File: config.mk
export PLATFORM = sky130hd
export DESIGN_NAME = port_pool_allocator_unit
export DESIGN_NICKNAME = d
export VERILOG_FILES = /design/src/rtl/ppa_pkg.sv /design/src/rtl/port_pool_allocator_unit.sv
export SDC_FILE = /design/constraint.sdc
export NUM_CORES = 2
export LEC_CHECK = 0
export BUFFER_PORTS_ARGS = -buffer_cell sky130_fd_sc_hd__buf_2
export CORE_UTILIZATION = 60
export DETAILED_ROUTE_END_ITERATION = 6
export PLACE_DENSITY = 0.76
export SYNTH_ARGS = -nofsm -noshare
export SYNTH_HDL_FRONTEND = slang
export SYNTH_SLANG_ARGS = --single-unit
File: constraint.sdc
create_clock -name clk_i -period 6.29 [get_ports clk_i]
set_clock_uncertainty 0.15 [all_clocks]
set_input_delay 1.5725 -clock clk_i [delete_from_list [all_inputs] [get_ports clk_i]]
set_output_delay 1.5725 -clock clk_i [all_outputs]
set_load 0.02 [all_outputs]
File: src/rtl/ppa_pkg.sv
`default_nettype none

package ppa_pkg;

  localparam int unsigned POOL_SIZE = 64;
  localparam int unsigned IDX_W     = (POOL_SIZE > 1) ? $clog2(POOL_SIZE) : 1;
  localparam int unsigned NXT_W     = $clog2(POOL_SIZE + 1);
  localparam int unsigned SUM_W     = ((IDX_W > 8) ? IDX_W : 8) + 1;

  localparam int unsigned PORT_W = 16;
  localparam int unsigned TAG_W  = 32;
  localparam int unsigned DIST_W = 8;
  localparam int unsigned KIND_W = 3;

  localparam logic [PORT_W-1:0] POOL_BASE_RST = 16'd10000;

  typedef enum logic [KIND_W-1:0] {
    KIND_FIRST   = 3'd0,
    KIND_ROUND   = 3'd1,
    KIND_TAGGED  = 3'd2,
    KIND_ALIGNED = 3'd3,
    KIND_OFFSET  = 3'd4,
    KIND_RELEASE = 3'd5,
    KIND_LOOKUP  = 3'd6
  } kind_e;

  typedef enum logic [2:0] {
    ST_IDLE,
    ST_SCAN,
    ST_LK_RD,
    ST_LK_CMP,
    ST_RESP
  } state_e;

endpackage

`default_nettype wire

File: src/rtl/port_pool_allocator_unit.sv
// Port pool allocator. Requests enter as beats on the input channel (in_valid_i,
// in_stall_o) and each gives exactly one result beat on the output channel
// (out_valid_o, out_stall_i). The port number of pool entry zero is written on
// its own configuration channel (cfg_valid_i, cfg_ready_o), which is always ready.
// A small sequencer steps through the pool entries one at a time, forming each
// port number as the pool base plus the entry index. First-fit, tagged, release
// and pair requests scan upward from entry zero; round-robin starts at the
// round-robin pointer and wraps to entry zero at most once; lookup reads the tag
// memory and then compares, in separate states, for each entry. A zero distance
// pair or an unused kind goes straight to the response state.
// One request is in flight at a time and the input is free again in the cycle
// after the result register loads.
// A finished result sits in the output register while the next request is
// accepted; if the receiver stalls, the sequencer holds its next result until
// the output register is free.
// Reset clears all used flags, all tags (through per-entry valid bits), the
// round-robin pointer and sets the port number of entry zero to 10000; no
// clearing pass is needed.

`default_nettype none

module port_pool_allocator_unit (
  input  wire logic                           clk_i,
  input  wire logic                           rst_ni,
  input  wire logic                           cfg_valid_i,
  output logic                                cfg_ready_o,
  input  wire logic [ppa_pkg::PORT_W-1:0]     cfg_data_i,
  input  wire logic                           in_valid_i,
  output logic                                in_stall_o,
  input  wire logic [ppa_pkg::KIND_W-1:0]     kind_i,
  input  wire logic [ppa_pkg::TAG_W-1:0]      tag_address_i,
  input  wire logic [ppa_pkg::PORT_W-1:0]     port_number_i,
  input  wire logic [ppa_pkg::DIST_W-1:0]     distance_i,
  output logic                                out_valid_o,
  input  wire logic                           out_stall_i,
  output logic                                granted_o,
  output logic [ppa_pkg::PORT_W-1:0]          first_port_o,
  output logic [ppa_pkg::PORT_W-1:0]          second_port_o
);

  localparam int unsigned PS = ppa_pkg::POOL_SIZE;
  localparam int unsigned IW = ppa_pkg::IDX_W;
  localparam int unsigned NW = ppa_pkg::NXT_W;
  localparam int unsigned SW = ppa_pkg::SUM_W;
  localparam int unsigned PW = ppa_pkg::PORT_W;
  localparam int unsigned TW = ppa_pkg::TAG_W;
  localparam int unsigned DW = ppa_pkg::DIST_W;

  ppa_pkg::state_e state_q, state_d;
  ppa_pkg::kind_e  kind_q, kind_d;

  logic [PW-1:0] base_q;
  logic [TW-1:0] tag_q, tag_d;
  logic [PW-1:0] port_q, port_d;
  logic [DW-1:0] dist_q, dist_d;

  logic [PS-1:0] used_q, used_d;
  logic [PS-1:0] tag_vld_q, tag_vld_d;
  logic [NW-1:0] next_q, next_d;
  logic [IW-1:0] idx_q, idx_d;
  logic          wrap_q, wrap_d;

  logic          res_grant_q, res_grant_d;
  logic [PW-1:0] res_first_q, res_first_d;
  logic [PW-1:0] res_second_q, res_second_d;

  logic          out_vld_q, out_vld_d;
  logic          out_grant_q, out_grant_d;
  logic [PW-1:0] out_first_q, out_first_d;
  logic [PW-1:0] out_second_q, out_second_d;

  logic [TW-1:0] tag_mem [PS];
  logic [TW-1:0] tag_rdata_q;
  logic          tag_we;

  logic          accept;
  logic          is_last;
  logic [PW-1:0] cur_port;
  logic [SW-1:0] pair_sum;
  logic [SW-1:0] pair_next;
  logic [IW-1:0] partner;
  logic [TW-1:0] stored_tag;

  assign cfg_ready_o   = 1'b1;
  assign in_stall_o    = (state_q != ppa_pkg::ST_IDLE);
  assign accept        = in_valid_i && !in_stall_o;
  assign out_valid_o   = out_vld_q;
  assign granted_o     = out_grant_q;
  assign first_port_o  = out_first_q;
  assign second_port_o = out_second_q;

  assign is_last    = (idx_q == IW'(PS - 1));
  assign cur_port   = base_q + PW'(idx_q);
  assign pair_sum   = SW'(idx_q) + SW'(dist_q);
  assign pair_next  = SW'(idx_q) + ((kind_q == ppa_pkg::KIND_ALIGNED) ? SW'(dist_q) : SW'(1));
  assign partner    = pair_sum[IW-1:0];
  assign stored_tag = tag_vld_q[idx_q] ? tag_rdata_q : '0;

  always_comb begin
    state_d      = state_q;
    kind_d       = kind_q;
    tag_d        = tag_q;
    port_d       = port_q;
    dist_d       = dist_q;
    used_d       = used_q;
    tag_vld_d    = tag_vld_q;
    next_d       = next_q;
    idx_d        = idx_q;
    wrap_d       = wrap_q;
    res_grant_d  = res_grant_q;
    res_first_d  = res_first_q;
    res_second_d = res_second_q;
    out_vld_d    = out_vld_q && out_stall_i;
    out_grant_d  = out_grant_q;
    out_first_d  = out_first_q;
    out_second_d = out_second_q;
    tag_we       = 1'b0;

    case (state_q)
      ppa_pkg::ST_IDLE: begin
        if (accept) begin
          kind_d       = ppa_pkg::kind_e'(kind_i);
          tag_d        = tag_address_i;
          port_d       = port_number_i;
          dist_d       = distance_i;
          res_grant_d  = 1'b0;
          res_first_d  = '0;
          res_second_d = '0;
          idx_d        = '0;
          wrap_d       = 1'b0;
          case (ppa_pkg::kind_e'(kind_i))
            ppa_pkg::KIND_FIRST, ppa_pkg::KIND_TAGGED, ppa_pkg::KIND_RELEASE: begin
              state_d = ppa_pkg::ST_SCAN;
            end
            ppa_pkg::KIND_ROUND: begin
              state_d = ppa_pkg::ST_SCAN;
              if (next_q >= NW'(PS)) begin
                wrap_d = 1'b1;
              end else begin
                idx_d = next_q[IW-1:0];
              end
            end
            ppa_pkg::KIND_ALIGNED, ppa_pkg::KIND_OFFSET: begin
              state_d = (distance_i == '0) ? ppa_pkg::ST_RESP : ppa_pkg::ST_SCAN;
            end
            ppa_pkg::KIND_LOOKUP: begin
              state_d = ppa_pkg::ST_LK_RD;
            end
            default: begin
              state_d = ppa_pkg::ST_RESP;
            end
          endcase
        end
      end

      ppa_pkg::ST_SCAN: begin
        case (kind_q)
          ppa_pkg::KIND_FIRST, ppa_pkg::KIND_TAGGED: begin
            if (!used_q[idx_q]) begin
              used_d[idx_q] = 1'b1;
              if (kind_q == ppa_pkg::KIND_TAGGED) begin
                tag_we           = 1'b1;
                tag_vld_d[idx_q] = 1'b1;
              end
              res_grant_d = 1'b1;
              res_first_d = cur_port;
              state_d     = ppa_pkg::ST_RESP;
            end else if (is_last) begin
              state_d = ppa_pkg::ST_RESP;
            end else begin
              idx_d = idx_q + IW'(1);
            end
          end
          ppa_pkg::KIND_ROUND: begin
            if (!used_q[idx_q]) begin
              used_d[idx_q] = 1'b1;
              next_d        = NW'(idx_q) + NW'(1);
              res_grant_d   = 1'b1;
              res_first_d   = cur_port;
              state_d       = ppa_pkg::ST_RESP;
            end else if (is_last) begin
              if (wrap_q) begin
                next_d  = '0;
                state_d = ppa_pkg::ST_RESP;
              end else begin
                idx_d  = '0;
                wrap_d = 1'b1;
              end
            end else begin
              idx_d = idx_q + IW'(1);
            end
          end
          ppa_pkg::KIND_ALIGNED, ppa_pkg::KIND_OFFSET: begin
            if (pair_sum >= SW'(PS)) begin
              state_d = ppa_pkg::ST_RESP;
            end else if (!used_q[idx_q] && !used_q[partner]) begin
              used_d[idx_q]   = 1'b1;
              used_d[partner] = 1'b1;
              res_grant_d     = 1'b1;
              res_first_d     = cur_port;
              res_second_d    = base_q + PW'(partner);
              state_d         = ppa_pkg::ST_RESP;
            end else if (pair_next >= SW'(PS)) begin
              state_d = ppa_pkg::ST_RESP;
            end else begin
              idx_d = pair_next[IW-1:0];
            end
          end
          ppa_pkg::KIND_RELEASE: begin
            if (cur_port == port_q) begin
              used_d[idx_q]    = 1'b0;
              tag_vld_d[idx_q] = 1'b0;
              res_grant_d      = 1'b1;
              res_first_d      = cur_port;
              state_d          = ppa_pkg::ST_RESP;
            end else if (is_last) begin
              state_d = ppa_pkg::ST_RESP;
            end else begin
              idx_d = idx_q + IW'(1);
            end
          end
          default: begin
            state_d = ppa_pkg::ST_RESP;
          end
        endcase
      end

      ppa_pkg::ST_LK_RD: begin
        state_d = ppa_pkg::ST_LK_CMP;
      end

      ppa_pkg::ST_LK_CMP: begin
        if (stored_tag == tag_q) begin
          res_grant_d = 1'b1;
          res_first_d = cur_port;
          state_d     = ppa_pkg::ST_RESP;
        end else if (is_last) begin
          state_d = ppa_pkg::ST_RESP;
        end else begin
          idx_d   = idx_q + IW'(1);
          state_d = ppa_pkg::ST_LK_RD;
        end
      end

      ppa_pkg::ST_RESP: begin
        if (!out_vld_q || !out_stall_i) begin
          out_vld_d    = 1'b1;
          out_grant_d  = res_grant_q;
          out_first_d  = res_first_q;
          out_second_d = res_second_q;
          state_d      = ppa_pkg::ST_IDLE;
        end
      end

      default: begin
        state_d = ppa_pkg::ST_IDLE;
      end
    endcase
  end

  always_ff @(posedge clk_i or negedge rst_ni) begin
    if (!rst_ni) begin
      state_q   <= ppa_pkg::ST_IDLE;
      base_q    <= ppa_pkg::POOL_BASE_RST;
      used_q    <= '0;
      tag_vld_q <= '0;
      next_q    <= '0;
      out_vld_q <= 1'b0;
    end else begin
      state_q   <= state_d;
      used_q    <= used_d;
      tag_vld_q <= tag_vld_d;
      next_q    <= next_d;
      out_vld_q <= out_vld_d;
      if (cfg_valid_i && cfg_ready_o) begin
        base_q <= cfg_data_i;
      end
    end
  end

  always_ff @(posedge clk_i) begin
    kind_q       <= kind_d;
    tag_q        <= tag_d;
    port_q       <= port_d;
    dist_q       <= dist_d;
    idx_q        <= idx_d;
    wrap_q       <= wrap_d;
    res_grant_q  <= res_grant_d;
    res_first_q  <= res_first_d;
    res_second_q <= res_second_d;
    out_grant_q  <= out_grant_d;
    out_first_q  <= out_first_d;
    out_second_q <= out_second_d;
  end

  always_ff @(posedge clk_i) begin
    if (tag_we) begin
      tag_mem[idx_q] <= tag_q;
    end
    tag_rdata_q <= tag_mem[idx_q];
  end

endmodule

`default_nettype wire

# Word-level counts from Yosys, hierarchy flattened
# Memories as Yosys holds them, arrays and structs flattened. A register that Yosys moved wholly into a read port is not among the register bits.
# Cells that the tools add are included.
[totals]
reg_bits = 287
ramBits = 2048
input_bits = 80
wordCells = 215
n_memories = 1
[op_classes]
addsub = 6
magnitude_cmp = 7
n_eq_ne = 51
n_mux = 91
bitwise_logic = 6
n_reduce_logical = 35
[memory_table]
columns = ["name", "depth", "width", "read_ports", "rd_ports_with_merged_regs", "write_ports", "line_no", "text"]
rows = [
  ["tag_mem", 64, 32, 1, 1, 1, "port_pool_allocator_unit.sv:72", "logic [TW-1:0] tag_mem [PS];"],
]
[op_table]
columns = ["operator", "count"]
rows = [
  ["2-to-1 mux 64 bit", 7],
  ["OR 64 bit", 3],
  ["case mux 64 bit (3 select lines)", 1],
  ["2-to-1 mux 16 bit", 9],
  ["AND 64 bit", 2],
  ["case mux 64 bit (2 select lines)", 1],
  ["case mux 16 bit (3 select lines)", 2],
  ["2-to-1 mux 6 bit", 13],
  ["NOT 64 bit", 1],
  ["2-to-1 mux 3 bit", 14],
  ["adder 16 x 6 -> 16 bit", 2],
  ["equality test 32 bit", 1],
  ["2-to-1 mux 32 bit", 1],
  ["inequality test 2 bit (second input constant)", 16],
  ["case mux 16 bit (2 select lines)", 1],
  ["inequality test 3 bit (second input constant)", 9],
  ["2-to-1 mux 1 bit", 25],
  ["case mux 6 bit (4 select lines)", 1],
  ["2-to-1 mux 7 bit", 3],
  ["AND reduction 5 bit", 4],
  ["adder 6 x 8 -> 9 bit", 2],
  ["binary-select mux 1 bit (select 6 bit)", 3],
  ["equality test 3 x 2 -> 1 bit (second input constant)", 6],
  ["equality test 3 bit (second input constant)", 6],
  ["37 further kinds", 63],
]

# Logic depth before layout (Yosys ltp)
[logic_depth]
depth_word = 9
ltp_mapped = 15

# Worst setup path before layout
# Ideal clock, no wire load.
[synth_path]
path_type = "register to register"
start = "register idx_q[1]"
end = "memory tag_mem[23][0] (netlist name), enable pin"
setup_time_ns = 0.461
arrival_time_ns = 4.831
setup_slack_ns = 0.848
path_stages_with_launch = 13
cell_sequence = "edfxtp_1 -> buf_4 -> mux2_2 -> a32oi_1 -> o221ai_1 -> a221oi_1 -> and4_1 -> buf_2 -> and2_1 -> clkbuf_1 -> nand3_1 -> clkbuf_1 -> nor3_1"
[synth_between]
elab_chain_cells = 7
[synth_rtl]
columns = ["item", "line_no", "text"]
rows = [
  ["start, declared", "port_pool_allocator_unit.sv:60", "logic [IW-1:0] idx_q, idx_d;"],
  ["start signal, assigned", "port_pool_allocator_unit.sv:286", "idx_q <= idx_d;"],
  ["binary-select mux 1 bit (select 6 bit)", "port_pool_allocator_unit.sv:159", "if (!used_q[idx_q]) begin"],
  ["2-to-1 mux 1 bit (not written as such)", "port_pool_allocator_unit.sv:159", ""],
  ["2-to-1 mux 1 bit", "port_pool_allocator_unit.sv:159", ""],
  ["2-to-1 mux 1 bit", "port_pool_allocator_unit.sv:157", "case (kind_q)"],
  ["2-to-1 mux 1 bit", "port_pool_allocator_unit.sv:119", "case (state_q)"],
  ["2-to-1 mux 1 bit", "port_pool_allocator_unit.sv:297", "if (tag_we) begin"],
  ["2-to-1 mux 1 bit (not written as such)", "port_pool_allocator_unit.sv:298", "tag_mem[idx_q] <= tag_q;"],
  ["end, declared", "port_pool_allocator_unit.sv:72", ""],
]
# Parallel ways exist; a longest one is shown, timed or not. The select of a mux whose other input is x is not followed.

# Worst setup path in the final report
[layout_path]
start = "register idx_q[1]"
end = "register res_first_q[0], enable pin"
[layout_between]
elab_chain_cells = 7
[layout_rtl]
columns = ["item", "line_no", "text"]
rows = [
  ["adder 6 x 8 -> 9 bit", "port_pool_allocator_unit.sv:94", "assign pair_sum = SW'(idx_q) + SW'(dist_q);"],
  ["binary-select mux 1 bit (select 6 bit)", "port_pool_allocator_unit.sv:196", "end else if (!used_q[idx_q] && !used_q[partner]) begin"],
  ["2-to-1 mux 1 bit (not written as such)", "port_pool_allocator_unit.sv:196", ""],
  ["zero test 1 bit", "port_pool_allocator_unit.sv:196", ""],
  ["logical AND 1 bit", "port_pool_allocator_unit.sv:196", ""],
  ["inequality test 3 bit (no line)", "-", ""],
  ["AND reduction 8 bit (no line) (*)", "-", ""],
  ["end signal, assigned", "port_pool_allocator_unit.sv:289", "res_first_q <= res_first_d;"],
  ["end, declared", "port_pool_allocator_unit.sv:64", "logic [PW-1:0] res_first_q, res_first_d;"],
]
# Every way passes the cells marked *; elsewhere a longest branch is shown, timed or not. The select of a mux whose other input is x is not followed.
# A chain may end at the register's enable or synchronous reset.

==> flow_summary.json <==
{
  "synthCells": 5567,
  "cts_buffer_depth": 3,
  "synth-seq-cells": 2367,
  "std_cell_rows": 142,
  "cts_made_buffers": 218,
  "syn_avg_cell_area_um2": 16.4,
  "hp-class": "register to register",
  "cts.sinks": 2367,
  "setup_ws_ns": 0.983,
  "worstMarginPinSlew_ns": 1.62,
  "worstPathRequired_ns": 6.69,
  "cp-startpoint": "idx_q[1]",
  "portBuffers": 114,
  "root_buffer": "clkbuf_16",
  "cts_tree": "yes",
  "nNetsFinal": 5812,
  "power_switching_mw": 5.96,
  "multi_input_area_um2": 20200,
  "finalHoldViolCount": 0,
  "hold_buffers": 0,
  "tns_ns": 0,
  "antenna_found_initial": 4,
  "critPathTopFamily": "compound AO/OA/AOI/OAI gates",
  "cap_violations": 1,
  "critPathBufInv": 3,
  "dp.cells": 7498,
  "ys_seq_area_share_pct": 76.5,
  "grt_max_degree": 127,
  "pwr-share-comb_pct": 0.6,
  "final_cell_count_no_fill": 7911,
  "crit_top_cell": "buf_4",
  "grt_util_all_layers_pct": 35.3,
  "dr.pass1.iters": 7,
  "holdWs_ns": 0.269,
  "drtAntennaViolNets": 0,
  "grt-ovfl-total": 0,
  "cell_internal_pwr_mw": 25.0,
  "dieHeight_um": 392,
  "io_pins": 116,
  "r2r_start": "idx_q[1]",
  "place_congestion": 0.944,
  "rr_endpoint": "res_first_q[0]",
  "core-area_um2": 150000,
  "rrSetupSlack_ns": 0.98,
  "period_share_pct": 84.4,
  "fill_cells": 9372,
  "drt-vias-per-instance": 7.40,
  "utilization_pct": 68.4,
  "async_flop_share_pct": 6.55,
  "max_stage_delay_ns": 0.74,
  "cts-resized-gates": 0,
  "dp_hpwl_um": 152000,
  "clock_latency_ns": 0.88,
  "synth_edf_count": 2180,
  "irDropWorstVdd_mv": 0.308,
  "netlist.area_leader.share_pct": 71.6,
  "initial_utilization_pct": 60.8,
  "seqCellArea_um2": 70000,
  "cts_setup_buffers": 0,
  "clk_pin_slew_worst_paths_ns": 0.06,
  "worstSetupPathType": "register to register",
  "drive_gt1_share_pct": 14.3,
  "arrival_ns": 5.71,
  "via_count": 58500,
  "min_to": "granted_o",
  "wl_per_cell_um": 34.6,
  "min_period_ns": 5.31,
  "yosysTopAreaCell": "edfxtp_1",
  "p_per_area_nw_per_um2": 301,
  "grt_pass1_vias": 55300,
  "maxSlewViolCount": 2,
  "cts_max_level": 4,
  "grt_first_pass_wirelength_um": 386000,
  "swShare_pct": 19.2,
  "drc": 1,
  "crit_chain": "buf_4, buf_4, and3b_4, a22oi_1, nand3_1, a221o_1, nor4_4, o21ai_0, a2111oi_2, nand4_1, a211oi_2, buf_4",
  "violations": "design-rule violations, max-capacitance violations, max-slew violations",
  "drt_iter0_markers": 10000,
  "critPathCaptureType": "register",
  "syn_nets": 5677,
  "yosysWarnings": 0,
  "yosysUniqueCellTypes": 95,
  "worstHoldStart": "res_grant_q",
  "worst_r2r_path_depth": 12,
  "status": "finished with violations",
  "syn_area_um2": 91400,
  "rsz0062_at_grt": "false",
  "timing.slew.headroom_pct": -8.87,
  "cp_slowest_cell": "nor4_4",
  "die-area_um2": 154000,
  "crit_fanout": 21,
  "leakagePower_nw": 32.6,
  "cp-start-kind": "register",
  "routed_wl_um": 273000,
  "p_seq_share_pct": 54.8,
  "yosys-top-cells-area": "edfxtp_1, a22oi_1, dfrtp_1",
  "whs_path_depth": 0,
  "die_w_um": 392,
  "fmax_ghz": 0.188,
  "area_delta_synth_final_pct": 12.5,
  "pwr-share-clk_pct": 44.6,
  "synth_ff_type": "edfxtp_1",
  "setup_viol": 0,
  "dpl_worst_slack_ns": 1.12
}
-- final cells by class --
cell class / instances / share of cell area, %
diodes: 3 / 0.00729
well taps: 2016 / 2.45
repair buffers: 344 / 2.55
multi-input cells: 2746 / 19.6
clock inverters: 132 / 1.56
clock buffers: 278 / 5.75
flip-flops and latches: 2367 / 68.0
inverters: 25 / 0.0924
-- routing by layer --
layer	GRT usage, %	up-vias	part of all wire (%)
li1	-	23500	-
met5	0	-	0.0091
met4	20.6	4	6.7
met2	52.4	5135	44
met1	47.3	29000	35
met3	9.33	854	14
-- worst max-delay path by stage --
stage,to,depth (start not counted),slack [ns]
3_5_place_dp,res_first_q[13],12,1.12
3_3_place_gp,res_first_q[11],12,1.30
6_report,res_first_q[0],12,0.98
4_1_cts,res_first_q[0],12,1.06
2_1_floorplan,tag_mem[23][0],12,0.85
5_1_grt,res_first_q[0],12,0.70
-- power groups by stage --
stage	sequential [mW]	combinational, mW	clock [mW]
finish	17.0	0.191	13.8
floorplan	17.3	0.123	0
global route	17.0	0.208	14.5
detailed placement	17.3	0.191	0
CTS	17.0	0.192	13.9
global placement	17.3	0.189	0
-- logic make-up (layout without fill, tap and decap cells) --
group	after synthesis	in the layout	synth area share [%]
muxes	73	73	1.05
DFF	2367	2367	76.5
buffers and inverters	454	779	2.04
adders and majority gates	30	30	0.443
other	1	4	0.00410
xor gates and xnor gates	69	69	0.692
and+or+nand+nor	664	664	3.72
AOI/OAI and AO/OA	1909	1909	15.5
-- flip-flops by register name, summed over array words and instances (netlist names), named ones only --
signal	count
first_port_o	16
port_q	16
tag_q	32
used_q	64
state_q	3
granted_o	1
dist_q	8
res_first_q	16
tag_mem	2048
base_q	16
idx_q	6
res_second_q	16
out_valid_o	1
kind_q	3
second_port_o	16
next_q	7
tag_rdata_q	32
res_grant_q	1
wrap_q	1
-- cell usage in the layout, fill, tap and decap left out, types with 27 or more instances in the layout --
| master | count |
|---|---|
| clkinv_2 | 36 |
| edfxtp_1 | 2180 |
| clkbuf_16 | 224 |
| a41oi_1 | 70 |
| a22o_1 | 208 |
| a211oi_1 | 27 |
| nand3_1 | 85 |
| buf_2 | 113 |
| a22oi_1 | 634 |
| dfxtp_1 | 32 |
| nor3_1 | 37 |
| o21a_1 | 70 |
| a221oi_1 | 268 |
| nand4_1 | 71 |
| a21oi_1 | 216 |
| nor2_1 | 94 |
| xnor2_1 | 42 |
| dfrtp_1 | 150 |
| buf_4 | 205 |
| clkinv_1 | 44 |
| nor3_2 | 35 |
| nor2_4 | 36 |
| bufinv_16 | 33 |
| o21ai_0 | 53 |
| mux2_2 | 31 |
| clkbuf_1 | 43 |
| a31oi_1 | 266 |
| nand2_1 | 132 |
-- metrics by stage --
| step | power [mW] | cell area, um2 |
|---|---|---|
| 6_report | 31.0 | 103000 |
| 5_1_grt | 31.6 | 103000 |
| 4_1_cts | 31.0 | 103000 |
| 3_5_place_dp | 17.5 | 95400 |
| 3_3_place_gp | 17.5 | 95300 |
| 2_1_floorplan | 17.4 | 91400 |
-- cell usage after synthesis, types with 70 or more instances --
library cell	n
a21oi_1	217
a221oi_1	268
a22o_1	208
a22oi_1	634
a31oi_1	266
a41oi_1	70
clkbuf_1	323
dfrtp_1	150
edfxtp_1	2180
nand2_1	133
nand3_1	87
nand4_1	71
nor2_1	131
nor3_1	72
o21a_1	70
(Power assumes the default switching activity.)
